## config.mk

```make
export PLATFORM = sky130hd
export DESIGN_NAME = aabb_broadphase_pair_finder_core
export DESIGN_NICKNAME = d
export VERILOG_FILES = /design/src/rtl/core/abp_pkg.sv /design/src/rtl/core/aabb_broadphase_pair_finder_core.sv /design/src/rtl/core/abp_box_store.sv /design/src/rtl/core/abp_overlap_unit.sv /design/src/rtl/core/abp_scan_seq.sv
export SDC_FILE = /design/constraint.sdc
export NUM_CORES = 2
export LEC_CHECK = 0
export ABC_AREA = 0
export BUFFER_PORTS_ARGS = -buffer_cell sky130_fd_sc_hd__buf_4
export CAP_MARGIN = 10
export CORE_MARGIN = 5
export CORE_UTILIZATION = 30
export CTS_CLUSTER_DIAMETER = 100
export DETAILED_ROUTE_END_ITERATION = 12
export SYNTH_ARGS = -nofsm -noshare
export SYNTH_HDL_FRONTEND = slang
export SYNTH_SLANG_ARGS = --single-unit
```

## constraint.sdc

```tcl
create_clock -name clk -period 26.5 [get_ports clk]
set_clock_uncertainty 0.1 [all_clocks]
set_input_delay 7.95 -clock clk [delete_from_list [all_inputs] [get_ports clk]]
set_output_delay 7.95 -clock clk [all_outputs]
set_load 0.005 [all_outputs]
```

## src/rtl/core/abp_pkg.sv

```systemverilog
// Shared codes and types for the 2-D box overlap pair finder.
// No dependencies; imported by the scan sequencer and the top level.
`timescale 1ns / 1ps

package abp_pkg;

	localparam int MODE_W   = 2;
	localparam int STATUS_W = 2;
	localparam int BODY_W   = 4;

	localparam logic [MODE_W-1:0] MODE_ADD    = 2'd0;
	localparam logic [MODE_W-1:0] MODE_REMOVE = 2'd1;
	localparam logic [MODE_W-1:0] MODE_NEXT   = 2'd2;

	localparam logic [STATUS_W-1:0] STATUS_OK       = 2'd0;
	localparam logic [STATUS_W-1:0] STATUS_INVERTED = 2'd1;
	localparam logic [STATUS_W-1:0] STATUS_NO_SLOT  = 2'd2;

	typedef struct packed {
		logic              found;
		logic              done;
		logic [BODY_W-1:0] first;
		logic [BODY_W-1:0] second;
	} scan_res_t;

endpackage

```

## src/rtl/core/aabb_broadphase_pair_finder_core.sv

```systemverilog
// Add, remove: the result word is loaded into the output register from the reply state once that register is free.
// Next pair: for each used first slot the sequencer loads its box, then compares the candidate
// second slots one at a time, through the single overlap compare unit.
// A new word is taken once the previous result is loaded into the output register.
// Reset empties the slot table and rewinds the pair walk; box memory is not cleared.
`timescale 1ns / 1ps

module aabb_broadphase_pair_finder_core import abp_pkg::*; #(
	parameter int MAX_BODIES = 16,
	parameter int COORD_BITS = 32
) (
	input  logic                 clk,
	input  logic                 arst_n,
	input  logic                 in_valid,
	output logic                 in_ready,
	input  logic [MODE_W-1:0]    mode,
	input  logic [BODY_W-1:0]    body_slot,
	input  logic signed [31:0]   box_min_x,
	input  logic signed [31:0]   box_max_x,
	input  logic signed [31:0]   box_min_y,
	input  logic signed [31:0]   box_max_y,
	output logic                 out_valid,
	input  logic                 out_ready,
	output logic [STATUS_W-1:0]  status,
	output logic                 pair_found,
	output logic [BODY_W-1:0]    first_body,
	output logic [BODY_W-1:0]    second_body,
	output logic                 scan_done
);

	localparam int IDXW = $clog2(MAX_BODIES);

	localparam logic [1:0] S_IDLE  = 2'd0;
	localparam logic [1:0] S_SCAN  = 2'd1;
	localparam logic [1:0] S_REPLY = 2'd2;

	logic [1:0]             state_q;
	logic [MAX_BODIES-1:0]  used_q;
	logic [STATUS_W-1:0]    rep_status_q;
	scan_res_t              rep_res_q;
	logic                   out_valid_q;
	logic [STATUS_W-1:0]    status_q;
	scan_res_t              out_res_q;

	logic                         accept, slot_ok, inverted, out_free;
	logic                         wr_en, rd_en, seq_fin;
	logic [8:0]                   slot_ext;
	logic [IDXW-1:0]              slot_idx, rd_addr;
	logic signed [COORD_BITS-1:0] min_x_c, max_x_c, min_y_c, max_y_c;
	logic [4*COORD_BITS-1:0]      rd_data;
	logic [STATUS_W-1:0]          upd_status;
	scan_res_t                    seq_res;

	assign in_ready = (state_q == S_IDLE);
	assign accept   = in_valid && in_ready;
	assign out_free = !out_valid_q || out_ready;

	assign slot_ext = {5'd0, body_slot};
	assign slot_ok  = slot_ext < 9'(MAX_BODIES);
	assign slot_idx = IDXW'(body_slot);

	assign min_x_c  = box_min_x[COORD_BITS-1:0];
	assign max_x_c  = box_max_x[COORD_BITS-1:0];
	assign min_y_c  = box_min_y[COORD_BITS-1:0];
	assign max_y_c  = box_max_y[COORD_BITS-1:0];
	assign inverted = (min_x_c > max_x_c) || (min_y_c > max_y_c);

	assign wr_en = accept && (mode == MODE_ADD) && slot_ok && !inverted;

	always_comb begin
		upd_status = STATUS_OK;
		if ((mode == MODE_ADD) || (mode == MODE_REMOVE)) begin
			if (!slot_ok) begin
				upd_status = STATUS_NO_SLOT;
			end else if (mode == MODE_ADD) begin
				upd_status = inverted ? STATUS_INVERTED : STATUS_OK;
			end else begin
				upd_status = used_q[slot_idx] ? STATUS_OK : STATUS_NO_SLOT;
			end
		end
	end

	abp_box_store #(
		.MAX_BODIES(MAX_BODIES),
		.COORD_BITS(COORD_BITS)
	) u_store (
		.clk    (clk),
		.wr_en  (wr_en),
		.wr_addr(slot_idx),
		.wr_data({min_x_c, max_x_c, min_y_c, max_y_c}),
		.rd_en  (rd_en),
		.rd_addr(rd_addr),
		.rd_data(rd_data)
	);

	abp_scan_seq #(
		.MAX_BODIES(MAX_BODIES),
		.COORD_BITS(COORD_BITS)
	) u_seq (
		.clk    (clk),
		.arst_n (arst_n),
		.start  (accept && (mode == MODE_NEXT)),
		.restart(accept && ((mode == MODE_ADD) || (mode == MODE_REMOVE))),
		.used   (used_q),
		.rd_en  (rd_en),
		.rd_addr(rd_addr),
		.rd_data(rd_data),
		.fin    (seq_fin),
		.res    (seq_res)
	);

	always_ff @(posedge clk or negedge arst_n) begin
		if (!arst_n) begin
			state_q     <= S_IDLE;
			used_q      <= '0;
			out_valid_q <= 1'b0;
		end else begin
			if (accept && slot_ok) begin
				if ((mode == MODE_ADD) && !inverted) begin
					used_q[slot_idx] <= 1'b1;
				end else if (mode == MODE_REMOVE) begin
					used_q[slot_idx] <= 1'b0;
				end
			end
			if ((state_q == S_REPLY) && out_free) begin
				out_valid_q <= 1'b1;
			end else if (out_ready) begin
				out_valid_q <= 1'b0;
			end
			unique case (state_q)
				S_IDLE: begin
					if (accept) begin
						state_q <= (mode == MODE_NEXT) ? S_SCAN : S_REPLY;
					end
				end
				S_SCAN: begin
					if (seq_fin) begin
						state_q <= S_REPLY;
					end
				end
				S_REPLY: begin
					if (out_free) begin
						state_q <= S_IDLE;
					end
				end
				default: state_q <= S_IDLE;
			endcase
		end
	end

	always_ff @(posedge clk) begin
		if (accept) begin
			rep_status_q <= upd_status;
			rep_res_q    <= '0;
		end else if ((state_q == S_SCAN) && seq_fin) begin
			rep_status_q <= STATUS_OK;
			rep_res_q    <= seq_res;
		end
		if ((state_q == S_REPLY) && out_free) begin
			status_q  <= rep_status_q;
			out_res_q <= rep_res_q;
		end
	end

	assign out_valid   = out_valid_q;
	assign status      = status_q;
	assign pair_found  = out_res_q.found;
	assign first_body  = out_res_q.first;
	assign second_body = out_res_q.second;
	assign scan_done   = out_res_q.done;

	a_rise_from_reply: assert property (@(posedge clk) disable iff (!arst_n)
		$rose(out_valid_q) |-> $past(state_q == S_REPLY))
		else $error("result word appeared outside the reply state");

	a_found_xor_done: assert property (@(posedge clk) disable iff (!arst_n)
		out_valid_q |-> !(out_res_q.found && out_res_q.done))
		else $error("pair and end of scan reported together");

	a_pair_order: assert property (@(posedge clk) disable iff (!arst_n)
		(out_valid_q && out_res_q.found) |-> (out_res_q.first < out_res_q.second))
		else $error("pair slots out of order");

	a_status_no_pair: assert property (@(posedge clk) disable iff (!arst_n)
		(out_valid_q && (status_q != STATUS_OK)) |-> (!out_res_q.found && !out_res_q.done))
		else $error("error status carried scan fields");

endmodule

```

## src/rtl/core/abp_box_store.sv

```systemverilog
// Box table memory: one write port, one registered read port.
// Each entry packs min x, max x, min y and max y; no package dependency.
`timescale 1ns / 1ps

module abp_box_store #(
	parameter int MAX_BODIES = 16,
	parameter int COORD_BITS = 32
) (
	input  logic                                  clk,
	input  logic                                  wr_en,
	input  logic [$clog2(MAX_BODIES)-1:0]         wr_addr,
	input  logic [4*COORD_BITS-1:0]               wr_data,
	input  logic                                  rd_en,
	input  logic [$clog2(MAX_BODIES)-1:0]         rd_addr,
	output logic [4*COORD_BITS-1:0]               rd_data
);

	logic [4*COORD_BITS-1:0] mem [MAX_BODIES];
	logic [4*COORD_BITS-1:0] rd_data_q;

	always_ff @(posedge clk) begin
		if (wr_en) begin
			mem[wr_addr] <= wr_data;
		end
		if (rd_en) begin
			rd_data_q <= mem[rd_addr];
		end
	end

	assign rd_data = rd_data_q;

endmodule

```

## src/rtl/core/abp_overlap_unit.sv

```systemverilog
// Strict overlap test of two boxes on both axes, shared by every pair compare.
// Boxes are packed as {min x, max x, min y, max y}; no package dependency.
`timescale 1ns / 1ps

module abp_overlap_unit #(
	parameter int COORD_BITS = 32
) (
	input  logic [4*COORD_BITS-1:0] box_a,
	input  logic [4*COORD_BITS-1:0] box_b,
	output logic                    meet
);

	logic signed [COORD_BITS-1:0] a_min_x, a_max_x, a_min_y, a_max_y;
	logic signed [COORD_BITS-1:0] b_min_x, b_max_x, b_min_y, b_max_y;

	assign a_min_x = box_a[4*COORD_BITS-1:3*COORD_BITS];
	assign a_max_x = box_a[3*COORD_BITS-1:2*COORD_BITS];
	assign a_min_y = box_a[2*COORD_BITS-1:COORD_BITS];
	assign a_max_y = box_a[COORD_BITS-1:0];
	assign b_min_x = box_b[4*COORD_BITS-1:3*COORD_BITS];
	assign b_max_x = box_b[3*COORD_BITS-1:2*COORD_BITS];
	assign b_min_y = box_b[2*COORD_BITS-1:COORD_BITS];
	assign b_max_y = box_b[COORD_BITS-1:0];

	assign meet = (a_min_x < b_max_x) && (b_min_x < a_max_x) &&
		(a_min_y < b_max_y) && (b_min_y < a_max_y);

endmodule

```

## src/rtl/core/abp_scan_seq.sv

```systemverilog
// Pair walk sequencer: steps the slot pair cursor, reads boxes from the store and,
// while walking second slots, feeds the shared overlap unit once per cycle. Uses abp_pkg and abp_overlap_unit.
`timescale 1ns / 1ps

module abp_scan_seq import abp_pkg::*; #(
	parameter int MAX_BODIES = 16,
	parameter int COORD_BITS = 32
) (
	input  logic                          clk,
	input  logic                          arst_n,
	input  logic                          start,
	input  logic                          restart,
	input  logic [MAX_BODIES-1:0]         used,
	output logic                          rd_en,
	output logic [$clog2(MAX_BODIES)-1:0] rd_addr,
	input  logic [4*COORD_BITS-1:0]       rd_data,
	output logic                          fin,
	output scan_res_t                     res
);

	localparam int IDXW = $clog2(MAX_BODIES);
	localparam int CNTW = $clog2(MAX_BODIES + 1);
	localparam logic [CNTW-1:0] LAST = CNTW'(MAX_BODIES);

	localparam logic [1:0] SQ_IDLE = 2'd0;
	localparam logic [1:0] SQ_PICK = 2'd1;
	localparam logic [1:0] SQ_LOAD = 2'd2;
	localparam logic [1:0] SQ_WALK = 2'd3;

	logic [1:0]             sq_q;
	logic [CNTW-1:0]        i_q, j_q, scan_first_q, scan_second_q;
	logic                   first_q, cmp_v_q, fin_q;
	logic [IDXW-1:0]        cmp_j_q;
	logic [4*COORD_BITS-1:0] ref_box_q;
	scan_res_t              res_q;

	logic [CNTW-1:0] i_next, j_start;
	logic            i_used, meet, hit;

	assign i_next  = i_q + CNTW'(1);
	assign j_start = (first_q && (scan_second_q > i_next)) ? scan_second_q : i_next;
	assign i_used  = (i_q != LAST) && used[i_q[IDXW-1:0]];
	assign hit     = (sq_q == SQ_WALK) && cmp_v_q && meet;

	abp_overlap_unit #(
		.COORD_BITS(COORD_BITS)
	) u_overlap (
		.box_a(ref_box_q),
		.box_b(rd_data),
		.meet (meet)
	);

	always_comb begin
		rd_en   = ((sq_q == SQ_PICK) && i_used) ||
			((sq_q == SQ_WALK) && !hit && (j_q != LAST));
		rd_addr = (sq_q == SQ_PICK) ? i_q[IDXW-1:0] : j_q[IDXW-1:0];
	end

	always_ff @(posedge clk or negedge arst_n) begin
		if (!arst_n) begin
			sq_q          <= SQ_IDLE;
			i_q           <= '0;
			j_q           <= '0;
			scan_first_q  <= '0;
			scan_second_q <= '0;
			first_q       <= 1'b0;
			cmp_v_q       <= 1'b0;
			fin_q         <= 1'b0;
		end else begin
			fin_q <= 1'b0;
			unique case (sq_q)
				SQ_IDLE: begin
					if (restart) begin
						scan_first_q  <= '0;
						scan_second_q <= '0;
					end else if (start) begin
						i_q     <= scan_first_q;
						first_q <= 1'b1;
						sq_q    <= SQ_PICK;
					end
				end
				SQ_PICK: begin
					if (i_q == LAST) begin
						scan_first_q  <= '0;
						scan_second_q <= '0;
						fin_q         <= 1'b1;
						sq_q          <= SQ_IDLE;
					end else if (!i_used) begin
						i_q     <= i_next;
						first_q <= 1'b0;
					end else begin
						j_q     <= j_start;
						cmp_v_q <= 1'b0;
						sq_q    <= SQ_LOAD;
					end
				end
				SQ_LOAD: begin
					sq_q <= SQ_WALK;
				end
				SQ_WALK: begin
					if (hit) begin
						scan_first_q  <= i_q;
						scan_second_q <= CNTW'(cmp_j_q) + CNTW'(1);
						fin_q         <= 1'b1;
						sq_q          <= SQ_IDLE;
					end else if (j_q != LAST) begin
						cmp_v_q <= used[j_q[IDXW-1:0]];
						cmp_j_q <= j_q[IDXW-1:0];
						j_q     <= j_q + CNTW'(1);
					end else if (cmp_v_q) begin
						cmp_v_q <= 1'b0;
					end else begin
						i_q     <= i_next;
						first_q <= 1'b0;
						sq_q    <= SQ_PICK;
					end
				end
				default: sq_q <= SQ_IDLE;
			endcase
		end
	end

	always_ff @(posedge clk) begin
		if (sq_q == SQ_LOAD) begin
			ref_box_q <= rd_data;
		end
		if (hit) begin
			res_q.found  <= 1'b1;
			res_q.done   <= 1'b0;
			res_q.first  <= BODY_W'(i_q);
			res_q.second <= BODY_W'(cmp_j_q);
		end else if ((sq_q == SQ_PICK) && (i_q == LAST)) begin
			res_q <= '{found: 1'b0, done: 1'b1, first: '0, second: '0};
		end
	end

	assign fin = fin_q;
	assign res = res_q;

endmodule

```

==> results.txt <==
----------------------------------------------------
[Status]
  Outcome ... finished, final reports clean

[Logic synthesis]
  Synth Instances ... 4731
  Xor-xnor portion of the synthesized cell area ... 0.000650
  Adder-Cell Fraction of Synth Area ... 0.0263
  Synthesis Warnings ... 0
  Seq cells post-synth ... 2386
  Dominant cells by area after synthesis ... sky130_fd_sc_hd__edfxtp_1, sky130_fd_sc_hd__mux4_2, sky130_fd_sc_hd__ha_1, sky130_fd_sc_hd__nand2_1, sky130_fd_sc_hd__dfrtp_1
  Most used DFF post-synth ... sky130_fd_sc_hd__edfxtp_1
  Fraction of registers with async set/reset ... 0.0184
  Post-synthesis share of cell area spent on and, or, nand and nor gates ... 0.0345
  Share of synthesized area occupied by flip-flops and latches ... 0.756
  Most area-hungry cell type in the Yosys netlist ... sky130_fd_sc_hd__edfxtp_1
  Count of flip-flops with a built-in enable after synthesis ... 2330
  Netlist area before placement ... 94400 um^2
  Count of distinct cell types in the synthesized netlist ... 72
  Syn nets ... 5067
  Leading post-synthesis cells by instance count ... sky130_fd_sc_hd__edfxtp_1, sky130_fd_sc_hd__mux4_2, sky130_fd_sc_hd__nand2_1, sky130_fd_sc_hd__inv_1, sky130_fd_sc_hd__ha_1
  Average cell area after synthesis ... 19.9 um^2
  Count leader, synth ... sky130_fd_sc_hd__edfxtp_1
  Yosys top cell area share ... 0.742
  Largest family of logic cells by synthesized area ... multiplexers
  Complex-gate fraction of the synthesized area ... 0.0333
  Portion of netlist area occupied by mux cells ... 0.130

[GRT]
  GRT overflow ... 0
  Vias in the first global route ... 48600
  Antenna violations before repair ... 55
  Total global-route track usage ... 0.142
  Global-route wire length before repair ... 343000 um
  Pin count of the biggest net entering global routing ... 129

[Floorplan]
  I/O Pins ... 152
  Initial core utilization ... 0.300
  Placeable Area ... 314000 um^2
  Die span in y ... 571 um
  # rows ... 206
  Width of the die ... 571 um
  Die area ... 326000 um^2

[Final layout]
  Share of post-route cells with drive strength above 1 ... 0.228
  Fin nets ... 5343
  Total of fill cells in the finished design ... 29000
  Layout Cells excl Fill ... 9384
  Area added between synthesis and finish ... 15.7%

[Drt]
  Iteration-0 DRC count of the detailed router ... 4713
  Mean routed wirelength per cell ... 25.1 um
  Overall via count from detail_route ... 46900
  Top layer reached by signal wires ... met5
  Number of iterations in the first detailed-routing pass ... 7
  Via-per-instance ratio ... 5.00
  Total length of routed wires ... 236000 um
  Drc violations ... 0
  M1 WL ... 103000 um
  Remaining antenna violation count ... 0
  Length of routed met3 wiring ... 16500 um
  Met2 Routed Length ... 111000 um

[Clocking]
  Worst skew pair latency ... 0.89 ns
  Post-CTS Setup Inserts ... 0
  Root buffer cell ... sky130_fd_sc_hd__clkbuf_16
  Clock sinks ... 2386
  Clock tree from TritonCTS ... yes
  Inserted Clock Buffers ... 263
  Hold buffer count at cts ... 0
  Buffers from clock root to sink, at most ... 4
  H-Tree Level Count ... 5
  Reg clk slew, reported paths ... 0.06 ns
  Post-CTS sizing ... 0

[Timing]
  Unrepaired setup endpoints after global routing ... no
  Period utilization ... 0.514
  Worst-Margin Slew ... 1.26 ns
  Final setup TNS ... 0 ns
  Final setup violation count ... 0
  Top achievable clock speed ... 0.0734 GHz
  Minimum clock period after layout ... 13.62 ns
  Total count of max-transition violations in the final report ... 0
  Worst Hold Margin ... 0.290 ns
  Final number of hold-violating endpoints ... 0
  Worst slew margin relative to its limit ... 0.157

[Pwr]
  Standby leakage power ... 0.0360 uW
  Ratio of total power to cell area ... 94.1 nW/um^2
  Peak supply drop ... 0.0836 mV

[Worst hold path]
  Hold WC Path Type ... reg -> reg

[Place]
  Placed Cells ... 8901
  Final HPWL from detailed placement ... 133000 um
  Count of buffers from port buffering ... 151
  Last weighted congestion value of the routability-driven placer ... 0.787

[Worst setup path]
  Most common cell on crit path ... sky130_fd_sc_hd__buf_4
  Worst path max stage delay ... 0.91 ns
  Endpoint kind of the worst setup timing path ... register
  Data required time of the worst path ... 26.88 ns
  Worst EP arrival ... 14.00 ns
  Kind of critical path ... in -> reg
  Largest delay contributor family on the critical path ... buffers and inverters
  Critical-path cell with the highest stage delay ... sky130_fd_sc_hd__and3_4
  Launching element type of the critical path ... input port
  WP buf/inv ... 4
  Critical path cell sequence ... buf_4 -> inv_1 -> ha_1 -> a21oi_1 -> o211ai_1 -> a2111oi_2 -> a31oi_1 -> a2111oi_2 -> or3_1 -> and3_1 -> and3_4 -> buf_4 -> buf_4
  Largest driver fanout on the critical path ... 54

[Flow run]
  Count of maximum capacitance violations ... 0

----------------------------------------------------
==> registers in the layout, summed over array words and instances (netlist names), named ones only <==
signal and cells:
rep_res_q 10, u_seq.ref_box_q 128, u_seq.cmp_j_q 4, scan_done 1
u_seq.res 10, u_seq.first_q 1, u_store.mem 2048, u_store.rd_data 128
u_seq.j_q 5, first_body 4, u_seq.fin 1, u_seq.scan_second_q 5
second_body 4, u_seq.sq_q 1, u_seq.cmp_v_q 1, out_valid 1
pair_found 1, rep_status_q 2, status 2, state_q 2
u_seq.i_q 5, u_seq.scan_first_q 5
==> cells by family (layout without fill, tap and decap cells) <==
logic type	count (synthesis)	in the layout
AO/OA/AOI/OAI	469	469
XOR/XNOR	7	7
adder cells (fa/ha/maj)	198	198
buffers and inverters	440	916
flip-flops	2386	2386
multiplexers	563	563
other	0	17
AND/OR/NAND/NOR	668	668
==> final timing paths <==
kind	startpoint	to	slack (ns)	cells past startpoint
min	rep_res_q[5]$_SDFFE_PP0P_	first_body[1]$_DFFE_PP_	0.29	0
min in group asynchronous	arst_n	u_seq.scan_first_q[2]$_DFFE_PN0P_	7.03	1
min reg2reg	rep_res_q[5]$_SDFFE_PP0P_	first_body[1]$_DFFE_PP_	0.29	0
max in group asynchronous	arst_n	async pin	18.80	1
max	box_max_y[6]	u_store.mem[9][64]$_DFFE_PP_	12.88	13
max reg2reg	u_seq.sq_q[0]$_DFFE_PN0P_	u_store.rd_data[12]$_DFFE_PP_	20.37	12
==> report_power, final <==
group	switching (uW)	internal [uW]	total, uW
Combinational	1380	997	2380
Sequential	35.7	4250	4290
Clock	1490	2120	3610
==> layout by cell type (no fill, tap or decap), types with 10 or more instances in the layout <==
cell	netlist	layout
sky130_fd_sc_hd__edfxtp_1	2330	2330
sky130_fd_sc_hd__mux4_2	527	527
sky130_fd_sc_hd__nand2_1	328	328
sky130_fd_sc_hd__clkbuf_16	0	269
sky130_fd_sc_hd__buf_4	28	223
sky130_fd_sc_hd__inv_1	217	216
sky130_fd_sc_hd__ha_1	198	198
sky130_fd_sc_hd__a211oi_1	141	141
sky130_fd_sc_hd__a31oi_1	132	132
sky130_fd_sc_hd__and2_1	133	132
sky130_fd_sc_hd__a21oi_1	75	74
sky130_fd_sc_hd__clkinv_1	0	60
sky130_fd_sc_hd__nor2_1	59	58
sky130_fd_sc_hd__dfrtp_1	44	44
sky130_fd_sc_hd__clkbuf_1	128	41
sky130_fd_sc_hd__o21ai_0	41	40
sky130_fd_sc_hd__clkinv_2	0	34
sky130_fd_sc_hd__nand4_1	28	28
sky130_fd_sc_hd__nand3_1	25	25
sky130_fd_sc_hd__bufinv_16	0	25
sky130_fd_sc_hd__a21o_1	20	20
sky130_fd_sc_hd__nor4_2	7	20
sky130_fd_sc_hd__diode_2	0	17
sky130_fd_sc_hd__mux2i_1	17	16
sky130_fd_sc_hd__nand2b_1	15	15
sky130_fd_sc_hd__nor3_1	13	12
sky130_fd_sc_hd__nor4_1	25	12
sky130_fd_sc_hd__dfxtp_1	12	12
sky130_fd_sc_hd__nor2b_1	10	10
sky130_fd_sc_hd__mux2_2	10	10
sky130_fd_sc_hd__buf_12	0	10
==> stage by stage <==
step,area [um^2],power [uW],setup WS (ns),utilization
after global placement,101000,6790,12.01,0.320
final,109000,10300,12.88,0.347
after detailed placement,101000,6790,12.01,0.320
after floorplan,94400,6030,3.46,-
after CTS,109000,10400,12.93,0.347
after global routing,109000,10700,12.71,0.347
==> area by class of cell <==
cell class / count / area (um^2) / share of cell area
timing repair buffer: 234 / 1900 / 0.0174
clock inverter: 154 / 1620 / 0.0148
inverter: 217 / 820 / 0.00751
multi-input combinational: 1905 / 21400 / 0.196
sequential: 2386 / 71300 / 0.653
tap: 4160 / 5200 / 0.0477
antenna: 17 / 42.5 / 0.000390
clock buffer: 311 / 6900 / 0.0632
==> per-layer routing <==
layer	track usage	vias to the layer above
met5	0	-
met4	0.0307	30
met3	0.0281	367
met2	0.227	1544
met1	0.200	25100
li1	-	19800
==> worst reg2reg max path, delay by kind of cell (launching register included) <==
| family | cells | cell delay (ns) |
|---|---|---|
| flip-flops | 1 | 0.77 |
| buffers and inverters | 5 | 3.20 |
| AO/OA/AOI/OAI | 3 | 0.75 |
| multiplexers | 1 | 0.41 |
| AND/OR/NAND/NOR | 3 | 0.54 |
Power figures use the tool's default switching activity.
